[src/sv/sks_pkg.sv]
// Shared types, codes and key compare helpers for the segmented key sorter.
// Depends on nothing; used by sks_cell and segmented_key_sorter_core.
`timescale 1ns / 1ps
`default_nettype none

package sks_pkg;

  localparam int unsigned KeyWidth        = 64;
  localparam int unsigned DefaultCapacity = 64;

  // Configuration register indexes.
  localparam logic CFG_DESCENDING = 1'b0;
  localparam logic CFG_WIDE_KEYS  = 1'b1;

  typedef enum logic [1:0] {
    OP_HOLD,
    OP_LOAD,
    OP_SORT,
    OP_EMIT
  } sks_op_e;

  typedef enum logic [1:0] {
    ST_LOAD,
    ST_SORT,
    ST_EMIT
  } sks_state_e;

  typedef struct packed {
    sks_op_e op;
    logic    desc;
    logic    wide;
  } sks_ctrl_t;

  // Low 32 bits, sign-extended.
  function automatic logic [KeyWidth-1:0] narrow_f(input logic [KeyWidth-1:0] k);
    return {{(KeyWidth - 32){k[31]}}, k[31:0]};
  endfunction

  // True when key a must come after key b in the chosen order.
  function automatic logic after_f(input logic [KeyWidth-1:0] a,
                                   input logic [KeyWidth-1:0] b,
                                   input logic desc,
                                   input logic wide);
    logic [KeyWidth-1:0] va;
    logic [KeyWidth-1:0] vb;
    va = wide ? a : narrow_f(a);
    vb = wide ? b : narrow_f(b);
    return desc ? ($signed(va) < $signed(vb)) : ($signed(va) > $signed(vb));
  endfunction

endpackage

`default_nettype wire

[src/sv/sks_cell.sv]
// One cell of the sorting chain: holds one key, shifts it to a neighbor or
// swaps it with a neighbor. Depends on sks_pkg.
`timescale 1ns / 1ps
`default_nettype none

module sks_cell (
  input  wire logic                         clk_i,
  input  wire sks_pkg::sks_ctrl_t           ctrl_i,
  input  wire logic                         swap_lo_i,
  input  wire logic                         swap_hi_i,
  input  wire logic [sks_pkg::KeyWidth-1:0] left_key_i,
  input  wire logic [sks_pkg::KeyWidth-1:0] right_key_i,
  output logic      [sks_pkg::KeyWidth-1:0] key_o
);

  logic [sks_pkg::KeyWidth-1:0] key_q;
  logic [sks_pkg::KeyWidth-1:0] key_d;

  // The lower cell of a pair keeps the key that comes first, the upper one
  // the key that comes later; both evaluate the same compare.
  always_comb begin
    key_d = key_q;
    unique case (ctrl_i.op)
      sks_pkg::OP_LOAD: key_d = left_key_i;
      sks_pkg::OP_EMIT: key_d = right_key_i;
      sks_pkg::OP_SORT: begin
        if (swap_lo_i && sks_pkg::after_f(key_q, right_key_i, ctrl_i.desc, ctrl_i.wide)) begin
          key_d = right_key_i;
        end else if (swap_hi_i &&
                     sks_pkg::after_f(left_key_i, key_q, ctrl_i.desc, ctrl_i.wide)) begin
          key_d = left_key_i;
        end
      end
      default: key_d = key_q;
    endcase
  end

  always_ff @(posedge clk_i) begin
    key_q <= key_d;
  end

  assign key_o = key_q;

endmodule

`default_nettype wire

[config.mk]
export PLATFORM = sky130hd
export DESIGN_NAME = sks_cell
export DESIGN_NICKNAME = d
export VERILOG_FILES = /design/src/sv/sks_pkg.sv /design/src/sv/sks_cell.sv
export SDC_FILE = /design/constraint.sdc
export NUM_CORES = 1
export LEC_CHECK = 0
export ABC_AREA = 1
export BUFFER_PORTS_ARGS = -buffer_cell sky130_fd_sc_hd__buf_2
export CAP_MARGIN = 10
export CORE_MARGIN = 1
export CORE_UTILIZATION = 57
export CTS_BUF_LIST = sky130_fd_sc_hd__clkbuf_8
export CTS_CLUSTER_DIAMETER = 40
export DETAILED_ROUTE_END_ITERATION = 8
export PLACE_DENSITY_LB_ADDON = 0.2
export SYNTH_ARGS = -nofsm -noshare
export SYNTH_HDL_FRONTEND = slang
export SYNTH_SLANG_ARGS = --single-unit
[constraint.sdc]
create_clock -name clk_i -period 6.15 [get_ports clk_i]
set_input_delay 0.9225 -clock clk_i [delete_from_list [all_inputs] [get_ports clk_i]]
set_output_delay 0.9225 -clock clk_i [all_outputs]
set_load 0.01 [all_outputs]
==> impl_metrics.ini, run 1 <==
[status]
status = complete, no violations

[sta]
setup_viol = 0
fin_ws_ps = 1430
clock_skew_ps = 5.89
rsz0062_at_grt = no
final_hold_viol_count = 0
fmax_mhz = 212
fin_crit_sh_pct = 76.8
period_minus_slack_ps = 4720
setup-tns-final_ps = 0
holdWs_ps = 956
worst_pin_slew_ps = 827
maxSlewViolCount = 0
slew_headroom_pct = 44.9

[floorplanning]
num_rows = 44
core_area_um2 = 14500
die_y_um = 124
die_area_um2 = 15300
ios = 199
die_w_um = 124
initial_utilization_pct = 58.4

[worst_setup_path]
worst-endpoint-arrival_ps = 4840
cp-end-kind = flip-flop
crit_required_ps = 6270
crit_path_max_fanout = 37
worstSetupPathType = input port to flip-flop
start_kind = input port

[clock_network]
cts_root_buffer = clkbuf_8
cts-hold-fix-buffers = 0
post_cts_buffers = 0
h-tree-depth = 3
cts_resized = 0
cts.sinks = 64
insertion_delay_ps = 370
cts_buffers = 9
cts_tree = built
cts.clk_slew.worst_paths_ps = 70
clockBufferDepth = 2

[global_route]
grt.total_usage_pct = 31.3
grt_remaining_overflow = 0
grt_max_degree = 68
antenna_found_initial = 0
grt_pass1_wl_mm = 37.5
grt_pass1_vias = 7968

[pwr]
combPwrFrac_pct = 49.8
switching_share_pct = 43.5
power_density_nw_per_um2 = 191
p_leak_nw = 5.56
p_int_mw = 1.04
clkPwrFrac_pct = 17.0
seqPwrFrac_pct = 33.2
vdd_drop_max_mv = 0.0971
switchingPower_mw = 0.798

[placed_design]
portBuffers = 198
place_ws_ps = 1070
place_area_um2 = 9450
gp_congestion = 0.861
dp_hpwl_mm = 17.0

[route]
avgViaCountPerCell = 5.54
first_pass_iters = 6
vias = 8908
drcViolationCount = 0
drt-total-wl_mm = 23.8
antenna_left = 0
wl_per_cell_um = 14.8
drt-initial-drc-count = 804

[synthesis]
syn_nets = 1520
synth-seq-cells = 64
synth-main-ff-cell = edfxtp_1
ys_warn_count = 0
netlist_area_um2 = 8460
async_flop_share_pct = 0
synth-edff-count = 64
syn_avg_cell_area_um2 = 6.73
synth_seq_area_share_pct = 22.7
synth_cell_type_count = 28
netlist_instances = 1257

[layout]
drive_gt1_share_pct = 20.1
n_antenna_cell = 0
area_delta_synth_final_pct = 13.4
largest_register_ffs = 64
layout.nets = 1684
fin_area_um2 = 9590

[worst_hold_path]
hp-class = input port to flip-flop

[job]
drv_cap = 0
## power by group through the flow
stage	Clock (mW)	Sequential [mW]	Combinational (mW)
2_1_floorplan	0	0.637	0.641
3_3_place_gp	0	0.619	0.881
3_5_place_dp	0	0.619	0.903
4_1_cts	0.314	0.610	0.908
5_1_grt	0.329	0.616	1.04
6_report	0.313	0.610	0.914
## layer usage
metal / share of wire [%] / vias to the layer above / GRT usage (%)
li1: - / 4433 / -
met1: 44 / 4029 / 41.3
met2: 46 / 415 / 53.3
met3: 8.4 / 31 / 4.21
met4: 1.6 / 0 / 8.66
met5: 0 / - / 0
## critical path, cell delays in order
cell and delay, ps:
buf_2 130, nor2_2 580, buf_4 360, a21oi_1 90, inv_1 80, ha_1 170, nand2_1 100, nor2_2 150
nand2_2 90, nor2_4 130, nand3_2 110, nor2_2 140, nand2_1 80, nand2_1 80, nor2_1 50, nand2_2 50
nand2_2 70, nand2_1 80, nand2_2 70, nand2_4 370, buf_4 630, nand2_1 110, nand3_1 100, nand2_1 70
## placed cells by master (no fill, tap or decap), drive strengths merged
| master | Yosys | layout |
|---|---|---|
| nor2 | 45 | 45 |
| nand3 | 139 | 139 |
| a21o | 4 | 4 |
| and2 | 1 | 1 |
| nor2b | 2 | 2 |
| nand4 | 11 | 11 |
| clkinv | 0 | 2 |
| and3 | 1 | 1 |
| o22ai | 64 | 64 |
| ha | 128 | 128 |
| o21a | 5 | 5 |
| o21ai | 42 | 42 |
| clkbuf | 26 | 9 |
| buf | 33 | 212 |
| nor3 | 2 | 2 |
| a21oi | 119 | 119 |
| edfxtp | 64 | 64 |
| nand2 | 273 | 273 |
| o21bai | 6 | 6 |
| inv | 292 | 296 |
## per-stage QoR
step | utilization [%] | cells | power (mW)
after CTS | 66.3 | 1609 | 1.83
after global routing | 66.3 | 1609 | 1.99
after global placement | 65.2 | 1594 | 1.50
after floorplan | - | 1257 | 1.28
after detailed placement | 65.2 | 1594 | 1.52
final | 66.3 | 1609 | 1.84
## cell usage after synthesis (6+ instances only)
cell type	n	area, um2
a21oi_1	118	591
buf_1	6	22.5
buf_2	13	65.1
buf_4	7	52.6
clkbuf_1	26	97.6
edfxtp_1	64	1920
ha_1	128	1600
inv_1	292	1100
nand2_1	218	818
nand2_2	55	344
nand3_1	138	691
nand4_1	11	68.8
nor2_1	42	158
o21ai_0	42	210
o21bai_1	6	45.0
o22ai_1	64	400
## worst paths after layout
| check | start | endpoint | slack (ps) | cells past startpoint |
|---|---|---|---|---|
| setup reg to reg | key_o[31] | key_o[32] | 1580 | 24 |
| hold / removal | left_key_i[49] | key_o[49] | 960 | 5 |
| hold reg to reg | key_o[1] | key_o[53] | 1630 | 10 |
| setup / recovery | ctrl_i[0] | key_o[32] | 1430 | 24 |
## area by class of cell
cell class	instances	area, um2
Multi-Input combinational cell	842	5100
Clock buffer	9	124
Sequential cell	64	1920
Inverter	292	1100
Clock inverter	6	22.5
Tap cell	184	230
Timing Repair Buffer	212	1100
Fill cell	1370	4890
## kinds of logic (layout without fill, tap and decap cells)
group,Yosys count,in the layout,share of synthesized area [%]
simple gates,474,474,25.4
buf+inv,351,519,17.2
compound gates,240,240,15.7
fa+ha+maj,128,128,18.9
flops,64,64,22.7
Note: power is estimated with default switching activity, not from simulation.
==> inputs of run 2 (changes only) <==
Settings changed: ABC_AREA 1 to 0, CORE_UTILIZATION 57 to 49.
Clock period 6.15 ns to 4.3 ns, I/O delays scaled along.
==> impl_metrics.ini, run 2 <==
[global_route]
grt_pass1_wl_mm = 28.1
grt_remaining_overflow = 0
grt.total_usage_pct = 25.0
antenna_found_initial = 0
grt_max_degree = 45
grt_pass1_vias = 5963

[sta]
period_minus_slack_ps = 3980
worst_pin_slew_ps = 480
rsz0062_at_grt = no
maxSlewViolCount = 0
holdWs_ps = 575
clock_skew_ps = 7.69
fmax_mhz = 251
fin_crit_sh_pct = 92.5
setup_viol = 0
final_hold_viol_count = 0
slew_headroom_pct = 67.2

[worst_setup_path]
crit_required_ps = 4410
crit_path_max_fanout = 19
cp-end-kind = flip-flop
worst-endpoint-arrival_ps = 4090
crit_path_frequent_cell = inv_1
critPathLaunch = key_o[31]
worstSetupPathType = flip-flop to flip-flop
r2r-start = key_o[31]
slowest_delay_ps = 430
worst_path_max_delay_cell = nor4_2
crit_chain = inv_1 > nor2_4 > buf_12 > a21oi_1 > inv_1 > ha_1 > nand4_1 > nor4_2 > and4b_1 > a21o_1 > nor3b_1 > o211a_1 > o31ai_4 > buf_4 > mux2_2
start_kind = flip-flop

[layout]
n_antenna_cell = 0
layout.nets = 1191
area_delta_synth_final_pct = 24.4
final_cell_mix = buf_2, ha_1, inv_1, a21oi_1, nand2_1
fill_cells = 1121
drive_gt1_share_pct = 30.5
largest_register_ffs = 64
final_common_cell = buf_2
final-instance-count-excl-fill = 1105

[synthesis]
synth_common_cells = ha_1, a21oi_1, inv_1
synth-seq-cells = 64
syn_avg_cell_area_um2 = 9.04
yosys-top-cells-area = edfxtp_1, ha_1, a21oi_1
async_flop_share_pct = 0
synth-main-ff-cell = edfxtp_1
synth-edff-count = 64
synth_seq_area_share_pct = 29.3
synth_top_area_share_pct = 29.3
syn_nets = 990
netlist_instances = 727
synth_cell_type_count = 44
synth.most_common_cell = ha_1
ys_warn_count = 0
netlist_area_um2 = 6570
yosysTopAreaCell = edfxtp_1

[placed_design]
dp_cells = 1089
gp_congestion = 0.877
dp_hpwl_mm = 13.7
portBuffers = 198

[clock_network]
clockBufferDepth = 2
h-tree-depth = 3
post_cts_buffers = 0
cts_tree = built
insertion_delay_ps = 370
cts.sinks = 64
cts_root_buffer = clkbuf_8
cts_resized = 0
cts_buffers = 9
cts-hold-fix-buffers = 0
cts.clk_slew.worst_paths_ps = 80

[floorplanning]
core_area_um2 = 12800
die_w_um = 118
die_area_um2 = 13900
initial_utilization_pct = 51.2
num_rows = 41
ios = 199
die_y_um = 118

[route]
vias = 5965
avgViaCountPerCell = 5.40
first_pass_iters = 4
drt-total-wl_mm = 16.9
drcViolationCount = 0
antenna_left = 0
drt-initial-drc-count = 265
wl_per_cell_um = 15.3

[pwr]
clkPwrFrac_pct = 18.9
p_total_mw = 2.66
p_leak_nw = 4.18
combPwrFrac_pct = 46.0
seqPwrFrac_pct = 35.0
vdd_drop_max_mv = 0.170
power_density_nw_per_um2 = 326
switchingPower_mw = 1.01
p_int_mw = 1.65
switching_share_pct = 38.1

[status]
status = complete, no violations

[job]
drv_cap = 0

[worst_hold_path]
min_from = right_key_i[18]
hp-class = input port to flip-flop
-- run 2: through the flow --
stage	setup slack, ps	TNS (ps)	instance area [um2]	utilization, %
6_report	324	0	8170	63.7
5_1_grt	88.2	0	8170	63.7
4_1_cts	301	0	8170	63.7
3_5_place_dp	-12.6	-92.3	7990	62.3
3_3_place_gp	52.2	0	7990	62.3
2_1_floorplan	-2060	-131830	6810	-
-- run 2: path summary, 6_finish.rpt --
path,slack [ps],to,cells after the start
worst min register to register,1530,key_o[1],7
worst max-delay path,320,key_o[13],15
worst max register to register,320,key_o[13],15
worst min-delay path,580,key_o[18],2
-- run 2: power by group through the flow --
stage	Combinational [mW]	Sequential, mW	Clock, mW
5_1_grt	1.39	0.948	0.538
6_report	1.23	0.934	0.505
2_1_floorplan	0.756	1.00	0
3_5_place_dp	1.22	0.947	0
4_1_cts	1.23	0.934	0.517
3_3_place_gp	1.20	0.947	0
-- run 2: worst max-delay path: cells and delay by family, from the launching register on --
| family | cells | cell delay, ps |
|---|---|---|
| AOI/OAI and AO/OA | 4 | 850 |
| adders and majority gates | 1 | 360 |
| buffers and inverters | 4 | 700 |
| muxes | 1 | 370 |
| and+or+nand+nor | 5 | 1040 |
| DFF | 1 | 420 |
-- run 2: metal layers --
layer | routed length, um | part of all wire, % | vias to the layer above | track usage, %
met4 | 293 | 1.7 | 0 | 8.17
met3 | 749 | 4.4 | 21 | 3.73
met2 | 7950 | 47 | 169 | 41.9
met1 | 7870 | 47 | 2729 | 32.9
met5 | 0 | 0 | - | 0
li1 | - | - | 3046 | -
-- run 2: final cells by class --
class | count | area, um2 | area share [%]
multi-input cells | 536 | 4260 | 52.1
flip-flops and latches | 64 | 1920 | 23.5
repair buffers | 216 | 1220 | 14.9
inverters | 101 | 379 | 4.64
well taps | 172 | 215 | 2.63
clock buffers | 9 | 124 | 1.52
clock inverters | 7 | 55.1 | 0.674
-- run 2: kinds of logic after synthesis --
logic type / share of synthesized area [%]
and+or+nand+nor: 12.6
buffers and inverters: 7.94
DFF: 29.3
AOI/OAI and AO/OA: 14.8
muxes: 11.0
adders and majority gates: 24.4
